==> src/sv/bmp_pkg.sv <==
// ----------------------------------------------------------------------------
// bmp_pkg
// Shared widths, register indexes, mode codes and the job record that moves
// from the accumulating front end to the dividing back end.
// ----------------------------------------------------------------------------
package bmp_pkg;

	// Field and register widths
	localparam int SAMPLE_W  = 8;
	localparam int MEAN_W    = 33;
	localparam int MODE_W    = 2;
	localparam int LEN_W     = 21;
	localparam int INDEX_W   = 2;
	localparam int SUM_A_W   = 37;
	localparam int SUM_B_W   = 35;

	// Fixed-point and block limits
	localparam int FRAC_BITS  = 16;
	localparam int MAX_BLOCK  = 1048576;
	localparam int LEN_RESET  = 1024;

	// Divider sizing: quotient of (sum << FRAC_BITS) / len fits MEAN_W bits
	localparam int DIVIDEND_W = SUM_A_W + FRAC_BITS;
	localparam int REM_W      = LEN_W;
	localparam int STEP_W     = $clog2(MEAN_W);

	// Job queue between front and back
	localparam int JOBQ_DEPTH = 2;
	localparam int JOBQ_PTR_W = $clog2(JOBQ_DEPTH);

	// Mode codes (the spare code behaves as single channel)
	localparam logic [MODE_W-1:0] MODE_SINGLE = 2'd0;
	localparam logic [MODE_W-1:0] MODE_DUAL   = 2'd1;
	localparam logic [MODE_W-1:0] MODE_PAIR   = 2'd2;

	// Register indexes
	localparam logic [INDEX_W-1:0] REG_MODE         = 2'd0;
	localparam logic [INDEX_W-1:0] REG_BLOCK_LENGTH = 2'd1;

	// One finished block waiting for division
	typedef struct packed {
		logic [SUM_A_W-1:0] sum_a;
		logic [SUM_B_W-1:0] sum_b;
		logic [LEN_W-1:0]   len;
		logic               dual;
	} job_t;

endpackage

==> src/sv/bmp_front.sv <==
// ----------------------------------------------------------------------------
// bmp_front
// Holds the configuration, squares and accumulates samples, and hands each
// finished block to the job queue.
// ----------------------------------------------------------------------------
module bmp_front (
	input  logic                         clk,
	input  logic                         arst_n,
	input  logic                         push,
	output logic                         full,
	input  logic [bmp_pkg::SAMPLE_W-1:0] sample,
	input  logic                         wr_en,
	input  logic [bmp_pkg::INDEX_W-1:0]  wr_index,
	input  logic [bmp_pkg::LEN_W-1:0]    wr_data,
	input  logic                         jobq_full,
	output logic                         job_push,
	output bmp_pkg::job_t                job
);
	import bmp_pkg::*;

	logic [MODE_W-1:0]          mode_q;
	logic [LEN_W-1:0]           blen_q;
	logic [SUM_A_W-1:0]         sum_a_q;
	logic [SUM_B_W-1:0]         sum_b_q;
	logic signed [SAMPLE_W-1:0] held_q;
	logic [LEN_W-1:0]           count_q;
	logic                       odd_q;

	logic [LEN_W-1:0]           len_eff;
	logic                       pair_mode;
	logic                       term_done;
	logic [LEN_W-1:0]           count_next;
	logic                       block_end;
	logic                       accept;
	logic                       cfg_hit;
	logic signed [SAMPLE_W-1:0] s;
	logic signed [SAMPLE_W:0]   x;
	logic signed [2*SAMPLE_W+1:0] xx;
	logic signed [2*SAMPLE_W-1:0] ss;
	logic [SUM_A_W-1:0]         sum_a_next;
	logic [SUM_B_W-1:0]         sum_b_next;

	// Configuration registers
	always_ff @(posedge clk or negedge arst_n) begin
		if (!arst_n) begin
			mode_q <= MODE_SINGLE;
			blen_q <= LEN_W'(LEN_RESET);
		end else if (wr_en) begin
			unique case (wr_index)
				REG_MODE:         mode_q <= wr_data[MODE_W-1:0];
				REG_BLOCK_LENGTH: blen_q <= wr_data;
				default:          ;
			endcase
		end
	end

	assign cfg_hit = wr_en && (wr_index == REG_MODE || wr_index == REG_BLOCK_LENGTH);

	// Effective block length: zero reads as one, large values clamp
	always_comb begin
		if (blen_q == '0)
			len_eff = LEN_W'(1);
		else if (blen_q > LEN_W'(MAX_BLOCK))
			len_eff = LEN_W'(MAX_BLOCK);
		else
			len_eff = blen_q;
	end

	assign pair_mode  = (mode_q == MODE_DUAL) || (mode_q == MODE_PAIR);
	assign term_done  = !pair_mode || odd_q;
	assign count_next = count_q + LEN_W'(1);
	assign block_end  = term_done && (count_next >= len_eff);

	// Only a block-closing beat needs a free queue slot
	assign full   = jobq_full && block_end;
	assign accept = push && !full;

	// Squares: one 9-bit operand for the first sum, the raw sample for the second
	assign s = sample;
	always_comb begin
		if (mode_q == MODE_PAIR)
			x = {held_q[SAMPLE_W-1], held_q} + {s[SAMPLE_W-1], s};
		else if (mode_q == MODE_DUAL)
			x = {held_q[SAMPLE_W-1], held_q};
		else
			x = {s[SAMPLE_W-1], s};
	end
	assign xx = x * x;
	assign ss = s * s;

	assign sum_a_next = sum_a_q + SUM_A_W'(xx[2*SAMPLE_W:0]);
	assign sum_b_next = (mode_q == MODE_DUAL) ?
		sum_b_q + SUM_B_W'(ss[2*SAMPLE_W-2:0]) : sum_b_q;

	// Accumulation state
	always_ff @(posedge clk or negedge arst_n) begin
		if (!arst_n) begin
			sum_a_q <= '0;
			sum_b_q <= '0;
			held_q  <= '0;
			count_q <= '0;
			odd_q   <= 1'b0;
		end else if (cfg_hit) begin
			sum_a_q <= '0;
			sum_b_q <= '0;
			held_q  <= '0;
			count_q <= '0;
			odd_q   <= 1'b0;
		end else if (accept) begin
			if (pair_mode && !odd_q) begin
				held_q <= s;
				odd_q  <= 1'b1;
			end else begin
				odd_q  <= 1'b0;
				held_q <= '0;
				if (block_end) begin
					sum_a_q <= '0;
					sum_b_q <= '0;
					count_q <= '0;
				end else begin
					sum_a_q <= sum_a_next;
					sum_b_q <= sum_b_next;
					count_q <= count_next;
				end
			end
		end
	end

	// Job handed to the back end
	assign job_push  = accept && block_end;
	assign job.sum_a = sum_a_next;
	assign job.sum_b = sum_b_next;
	assign job.len   = len_eff;
	assign job.dual  = (mode_q == MODE_DUAL);

endmodule

==> src/sv/bmp_queue.sv <==
// ----------------------------------------------------------------------------
// bmp_queue
// Short job queue between the accumulating front end and the divider.
// ----------------------------------------------------------------------------
module bmp_queue (
	input  logic          clk,
	input  logic          arst_n,
	input  logic          wr,
	input  bmp_pkg::job_t wr_job,
	output logic          q_full,
	input  logic          rd,
	output bmp_pkg::job_t rd_job,
	output logic          q_empty
);
	import bmp_pkg::*;

	job_t                  slot_q [JOBQ_DEPTH];
	logic [JOBQ_PTR_W-1:0] wptr_q;
	logic [JOBQ_PTR_W-1:0] rptr_q;
	logic [JOBQ_PTR_W:0]   cnt_q;
	logic                  do_wr;
	logic                  do_rd;

	assign q_full  = (cnt_q == (JOBQ_PTR_W+1)'(JOBQ_DEPTH));
	assign q_empty = (cnt_q == '0);
	assign do_wr   = wr && !q_full;
	assign do_rd   = rd && !q_empty;
	assign rd_job  = slot_q[rptr_q];

	// Storage
	always_ff @(posedge clk) begin
		if (do_wr)
			slot_q[wptr_q] <= wr_job;
	end

	// Pointers and fill count
	always_ff @(posedge clk or negedge arst_n) begin
		if (!arst_n) begin
			wptr_q <= '0;
			rptr_q <= '0;
			cnt_q  <= '0;
		end else begin
			if (do_wr)
				wptr_q <= wptr_q + JOBQ_PTR_W'(1);
			if (do_rd)
				rptr_q <= rptr_q + JOBQ_PTR_W'(1);
			if (do_wr && !do_rd)
				cnt_q <= cnt_q + (JOBQ_PTR_W+1)'(1);
			else if (do_rd && !do_wr)
				cnt_q <= cnt_q - (JOBQ_PTR_W+1)'(1);
		end
	end

endmodule

==> src/sv/bmp_back.sv <==
// ----------------------------------------------------------------------------
// bmp_back
// Restoring divider, one quotient bit per cycle, producing the block mean
// (sum << FRAC_BITS) / len, and the output register facing the result port.
// ----------------------------------------------------------------------------
module bmp_back (
	input  logic                       clk,
	input  logic                       arst_n,
	input  logic                       jobq_empty,
	input  bmp_pkg::job_t              jobq_data,
	output logic                       jobq_pop,
	output logic                       empty,
	input  logic                       pop,
	output logic [bmp_pkg::MEAN_W-1:0] mean_power,
	output logic                       channel,
	output logic                       last
);
	import bmp_pkg::*;

	typedef enum logic [2:0] {
		ST_IDLE = 3'b001,
		ST_RUN  = 3'b010,
		ST_DONE = 3'b100
	} back_state_t;

	back_state_t         state_q;
	job_t                job_q;
	logic                chan_q;
	logic [REM_W-1:0]    rem_q;
	logic [MEAN_W-1:0]   quo_q;
	logic [STEP_W-1:0]   step_q;
	logic                out_valid_q;
	logic [MEAN_W-1:0]   out_mean_q;
	logic                out_chan_q;
	logic                out_last_q;

	logic [DIVIDEND_W-1:0] dividend;
	logic [SUM_A_W-1:0]    load_sum;
	logic [REM_W:0]        trial;
	logic [REM_W:0]        diff;
	logic                  ge;
	logic                  slot_free;
	logic                  out_wr;
	logic                  second_pending;

	// Divider step: shift one dividend bit in, subtract if it fits
	assign trial = {rem_q, quo_q[MEAN_W-1]};
	assign diff  = trial - {1'b0, job_q.len};
	assign ge    = (trial >= {1'b0, job_q.len});

	// Channel 1 of a dual job reuses the unit after channel 0
	assign load_sum = (state_q == ST_IDLE) ? jobq_data.sum_a : SUM_A_W'(job_q.sum_b);
	assign dividend = {load_sum, {FRAC_BITS{1'b0}}};

	assign jobq_pop       = (state_q == ST_IDLE) && !jobq_empty;
	assign slot_free      = !out_valid_q || pop;
	assign out_wr         = (state_q == ST_DONE) && slot_free;
	assign second_pending = job_q.dual && !chan_q;

	// Sequencer and datapath
	always_ff @(posedge clk or negedge arst_n) begin
		if (!arst_n) begin
			state_q <= ST_IDLE;
			chan_q  <= 1'b0;
			step_q  <= '0;
		end else begin
			unique case (state_q)
				ST_IDLE: begin
					if (!jobq_empty) begin
						state_q <= ST_RUN;
						chan_q  <= 1'b0;
						step_q  <= STEP_W'(MEAN_W - 1);
					end
				end
				ST_RUN: begin
					if (step_q == '0)
						state_q <= ST_DONE;
					else
						step_q <= step_q - STEP_W'(1);
				end
				ST_DONE: begin
					if (slot_free) begin
						if (second_pending) begin
							state_q <= ST_RUN;
							chan_q  <= 1'b1;
							step_q  <= STEP_W'(MEAN_W - 1);
						end else begin
							state_q <= ST_IDLE;
						end
					end
				end
				default: state_q <= ST_IDLE;
			endcase
		end
	end

	// Divider registers (payload, no reset)
	always_ff @(posedge clk) begin
		if (jobq_pop)
			job_q <= jobq_data;
		if (jobq_pop || (out_wr && second_pending)) begin
			rem_q <= REM_W'(dividend[DIVIDEND_W-1:MEAN_W]);
			quo_q <= dividend[MEAN_W-1:0];
		end else if (state_q == ST_RUN) begin
			rem_q <= ge ? diff[REM_W-1:0] : trial[REM_W-1:0];
			quo_q <= {quo_q[MEAN_W-2:0], ge};
		end
	end

	// Output register
	always_ff @(posedge clk or negedge arst_n) begin
		if (!arst_n)
			out_valid_q <= 1'b0;
		else if (out_wr)
			out_valid_q <= 1'b1;
		else if (pop)
			out_valid_q <= 1'b0;
	end

	always_ff @(posedge clk) begin
		if (out_wr) begin
			out_mean_q <= quo_q;
			out_chan_q <= chan_q;
			out_last_q <= !second_pending;
		end
	end

	assign empty      = !out_valid_q;
	assign mean_power = out_mean_q;
	assign channel    = out_chan_q;
	assign last       = out_last_q;

endmodule

==> src/sv/block_mean_power_top.sv <==
// ----------------------------------------------------------------------------
// block_mean_power_top
// Block mean-square power integrator over signed 8-bit samples.
//
//   channel   direction  handshake          beat contents
//   sample    in         push / full        sample
//   result    out        empty / pop        mean_power, channel, last
//   config    in         wr_en              wr_index, wr_data
//
// One sample beat is taken per cycle; full rises only when a beat would close
// a block while both job queue slots are occupied.
// A one-result job holds the back end through a load, 33 restoring divider
// steps of one quotient bit and an output write; a two-channel job reloads
// for channel 1 during the channel 0 output write and runs the steps again,
// so with short blocks the sustained rate is set by the divider.
// Reset clears mode to 0, block_length to 1024 and all accumulators; no
// clearing pass. A stalled result holds the divider, which backs up the queue.
// ----------------------------------------------------------------------------
module block_mean_power_top (
	input  logic                         clk,
	input  logic                         arst_n,
	input  logic                         push,
	output logic                         full,
	input  logic [bmp_pkg::SAMPLE_W-1:0] sample,
	output logic                         empty,
	input  logic                         pop,
	output logic [bmp_pkg::MEAN_W-1:0]   mean_power,
	output logic                         channel,
	output logic                         last,
	input  logic                         wr_en,
	input  logic [bmp_pkg::INDEX_W-1:0]  wr_index,
	input  logic [bmp_pkg::LEN_W-1:0]    wr_data
);
	import bmp_pkg::*;

	job_t front_job;
	job_t queue_job;
	logic job_push;
	logic jobq_full;
	logic jobq_empty;
	logic jobq_pop;

	// Accumulating front end
	bmp_front u_front (
		.clk       (clk),
		.arst_n    (arst_n),
		.push      (push),
		.full      (full),
		.sample    (sample),
		.wr_en     (wr_en),
		.wr_index  (wr_index),
		.wr_data   (wr_data),
		.jobq_full (jobq_full),
		.job_push  (job_push),
		.job       (front_job)
	);

	// Job queue
	bmp_queue u_queue (
		.clk     (clk),
		.arst_n  (arst_n),
		.wr      (job_push),
		.wr_job  (front_job),
		.q_full  (jobq_full),
		.rd      (jobq_pop),
		.rd_job  (queue_job),
		.q_empty (jobq_empty)
	);

	// Divider back end
	bmp_back u_back (
		.clk        (clk),
		.arst_n     (arst_n),
		.jobq_empty (jobq_empty),
		.jobq_data  (queue_job),
		.jobq_pop   (jobq_pop),
		.empty      (empty),
		.pop        (pop),
		.mean_power (mean_power),
		.channel    (channel),
		.last       (last)
	);

endmodule

==> config.mk <==
export PLATFORM = sky130hd
export DESIGN_NAME = block_mean_power_top
export DESIGN_NICKNAME = d
export VERILOG_FILES = /design/src/sv/bmp_pkg.sv /design/src/sv/bmp_front.sv /design/src/sv/bmp_queue.sv /design/src/sv/bmp_back.sv /design/src/sv/block_mean_power_top.sv
export SDC_FILE = /design/constraint.sdc
export NUM_CORES = 1
export LEC_CHECK = 0
export ABC_AREA = 1
export BUFFER_PORTS_ARGS = -buffer_cell sky130_fd_sc_hd__buf_4
export CORE_MARGIN = 2
export CORE_UTILIZATION = 58
export DETAILED_ROUTE_END_ITERATION = 16
export PLACE_DENSITY = 0.83
export SLEW_MARGIN = 20
export SYNTH_ARGS = -nofsm -noshare
export SYNTH_HDL_FRONTEND = slang
export SYNTH_SLANG_ARGS = --single-unit
==> constraint.sdc <==
create_clock -name clk -period 7.2 [get_ports clk]
set_input_delay 0.72 -clock clk [delete_from_list [all_inputs] [get_ports clk]]
set_output_delay 0.72 -clock clk [all_outputs]
set_load 0.01 [all_outputs]
==> metrics.txt <==
Mapped Avg Cell Area=8.40 sq um; CP peak stage delay=0.51 ns; Slowest cell on crit path=fa_1; met3 Use GR=4.42%; R2R Path Start=u_front.held_q[0]$_DFFE_PN0P_; top-count cell post-synth=nand2_1; Crit path required time=7.66 ns; CTS tree=built; post-layout min period=7.20 ns; WS Path Type=flop to flop; full die area=0.0531 sq mm; routed wire length per instance=16.8 microns; Core Util, Final=68.9%; Final Non-Filler Cells=4424; Final Hold Fails=0; vias in the first global route=22900; Pre-antenna DRT Iters=6; Post-synth EDFFs=317; post-synthesis mux area share=1.06%; first-pass GRT wire length=117 mm; adder-cell area share of the yosys netlist=12.9%; XOR/XNOR Fraction of Synth Area=2.62%; Inserted Clock Buffers=48; Top-Level Pins=73; CP top delay family=adder cells; Main synth FF type=edfxtp_1; GRT overflow=0; Die W=230 microns; CP endpoint kind=flop; Residual DRC=0; pin count of the biggest net entering global routing=96; vias per cell=5.46; compound-cell area share of the yosys netlist=5.19%; Syn-to-layout area delta=16.7%; post-synth top area share=32.0%; Syn Inst Count=3539; commonest cells in the netlist=1088 x nand2_1, 568 x inv_1, 318 x nor2_1, 317 x edfxtp_1, 211 x nand3_1; Rows=82; Max-Cap Viols=0; Slew HR=27.4%; Final Max Slew Viols=0; Bufs and invs on worst path=7; FF-to-FF path depth=41; via count=24200; core area=0.0504 sq mm; met2 usage=45.8%; share of cells above drive strength 1=17.0%; combinational family with the most area after synthesis=simple AND/OR/NAND/NOR gates; largest area contributor in the netlist=edfxtp_1; Ys Warns=0; GRT Max-Usage Layer=met2; ranking of synthesized cells by area=edfxtp_1 32%, nand2_1 14%, dfrtp_1 12%; Root Buffer=clkbuf_16; initial core utilization=59.0%; H-Tree Level Count=2; R2R Setup Slk=0.004 ns; antenna-violating nets left=0; Total Wirelength=74.2 mm; M1 GR Usage=37.4%; synthesized flop and latch total=474; worst hold path class=input pin to async pin; slew at the pin closest to its max-slew limit=1.09 ns; CTS Buffer Depth=3; global placement routability congestion=0.972; Post-synth ARST share=29.5%; Synth Area in Simple Gates=24.3%; Clock Latency Late Sink=0.59 ns; sequential share of the synthesized area=44.9%; RSZ-0062 raised after global routing=yes; FMAX=0.139 GHz; Critical Path Start Type=flop; Fin Clk Skew=0.0178 ns; Netlist cell types=52; Critical R2R Capture=u_front.sum_a_q[26]$_DFFE_PN0P_; mapped cell area=0.0297 sq mm; Critical Path AT=7.66 ns; Layout Nets=3994; status=complete, no violations; Port Buffers=72; final setup vio count=0; cell count after placement=4319; Detail Placement HPWL=52.0 mm; Syn Nets=3822; fin crit share=99.9%; Iteration-0 DRC Markers=2241; CTS Sinks=474; final hold slack=0.197 ns; initial antenna violation count=5; Crit Path Max Fanout=6; Worst-path clk slew=0.07 ns; GRT Overall Usage=27.7%; DIE HEIGHT=230 microns; setup TNS=0 ns
cells by family after synthesis:
group / count (synthesis)
xor+xnor: 89
flops: 474
simple gates: 1760
mux: 28
buf+inv: 680
compound gates: 261
fa+ha+maj: 247
worst register-to-register path, delay by kind of cell (launching register included):
| family | cells | cell delay, ns |
|---|---|---|
| AND/OR/NAND/NOR | 20 | 1.78 |
| XOR/XNOR | 1 | 0.15 |
| buffers and inverters | 7 | 0.47 |
| AO/OA/AOI/OAI | 4 | 0.64 |
| adder cells (fa/ha/maj) | 9 | 3.59 |
| flip-flops | 1 | 0.44 |
through the flow:
step | worst slack [ns] | area (sq um)
3_3_place_gp | -0.461 | 31900
3_5_place_dp | -0.603 | 31900
4_1_cts | 0.00120 | 33700
2_1_floorplan | 0.00548 | 29900
5_1_grt | -0.372 | 34700
6_report | 0.00380 | 34700
what timing repair did:
action                                  in CTS  in global routing
hold buffers                                 0                  0
resized for setup                           38                241
endpoints found under the setup margin      63                 84
setup buffers                                4                 10
cloned                                       1                  0
pin swaps                                   21                 71
layer usage:
layer	routed length [microns]	share of wire, %	vias to the layer above
li1	-	-	11600
met1	30400	41	11400
met2	35900	48	966
met3	5680	7.7	162
met4	2180	2.9	0
met5	0	0	-
how the worst max path moves through the flow:
stage                                        from  cells past startpoint                         endpoint
floorplan                               sample[0]                     37  u_queue.slot_q[0][93]$_DFFE_PP_
global placement                        sample[0]                     40  u_front.sum_a_q[26]$_DFFE_PN0P_
detailed placement                      sample[0]                     40  u_front.sum_a_q[26]$_DFFE_PN0P_
CTS                 u_front.held_q[0]$_DFFE_PN0P_                     42  u_front.sum_a_q[30]$_DFFE_PN0P_
global route        u_front.held_q[0]$_DFFE_PN0P_                     41  u_front.sum_a_q[30]$_DFFE_PN0P_
finish              u_front.held_q[0]$_DFFE_PN0P_                     41  u_front.sum_a_q[26]$_DFFE_PN0P_
cell usage in the layout (no fill, tap or decap), types with 39 or more instances in the layout:
master,count
inv_2,39
nand3_1,191
buf_4,212
edfxtp_1,317
dfrtp_1,136
clkbuf_16,48
o21ai_0,65
nor2_1,274
a21oi_1,78
inv_1,529
nand2_1,1004
fa_1,97
nand2_2,74
ha_1,128
nand4_1,45
xor2_1,53
layout make-up:
cell class	instances	area, sq um
antenna	1	2.50
timing repair buffer	226	1770
clock inverter	32	388
fill	3711	15700
sequential	474	13400
clock buffer	58	1280
multi-input combinational	2386	14900
tap	672	841
inverter	575	2170
flip-flops by register name, summed over array words and instances, names as in the netlist, 21 cells and up:
register,flops
u_back.job_q,57
u_front.blen_q,21
u_back.quo_q,33
u_back.rem_q,21
u_front.count_q,21
u_back.mean_power,33
u_front.sum_b_q,35
u_front.sum_a_q,37
u_queue.slot_q,188
Power is not shown: default switching activity piles up to over one toggle a cycle in this logic, so the estimate is an artifact.
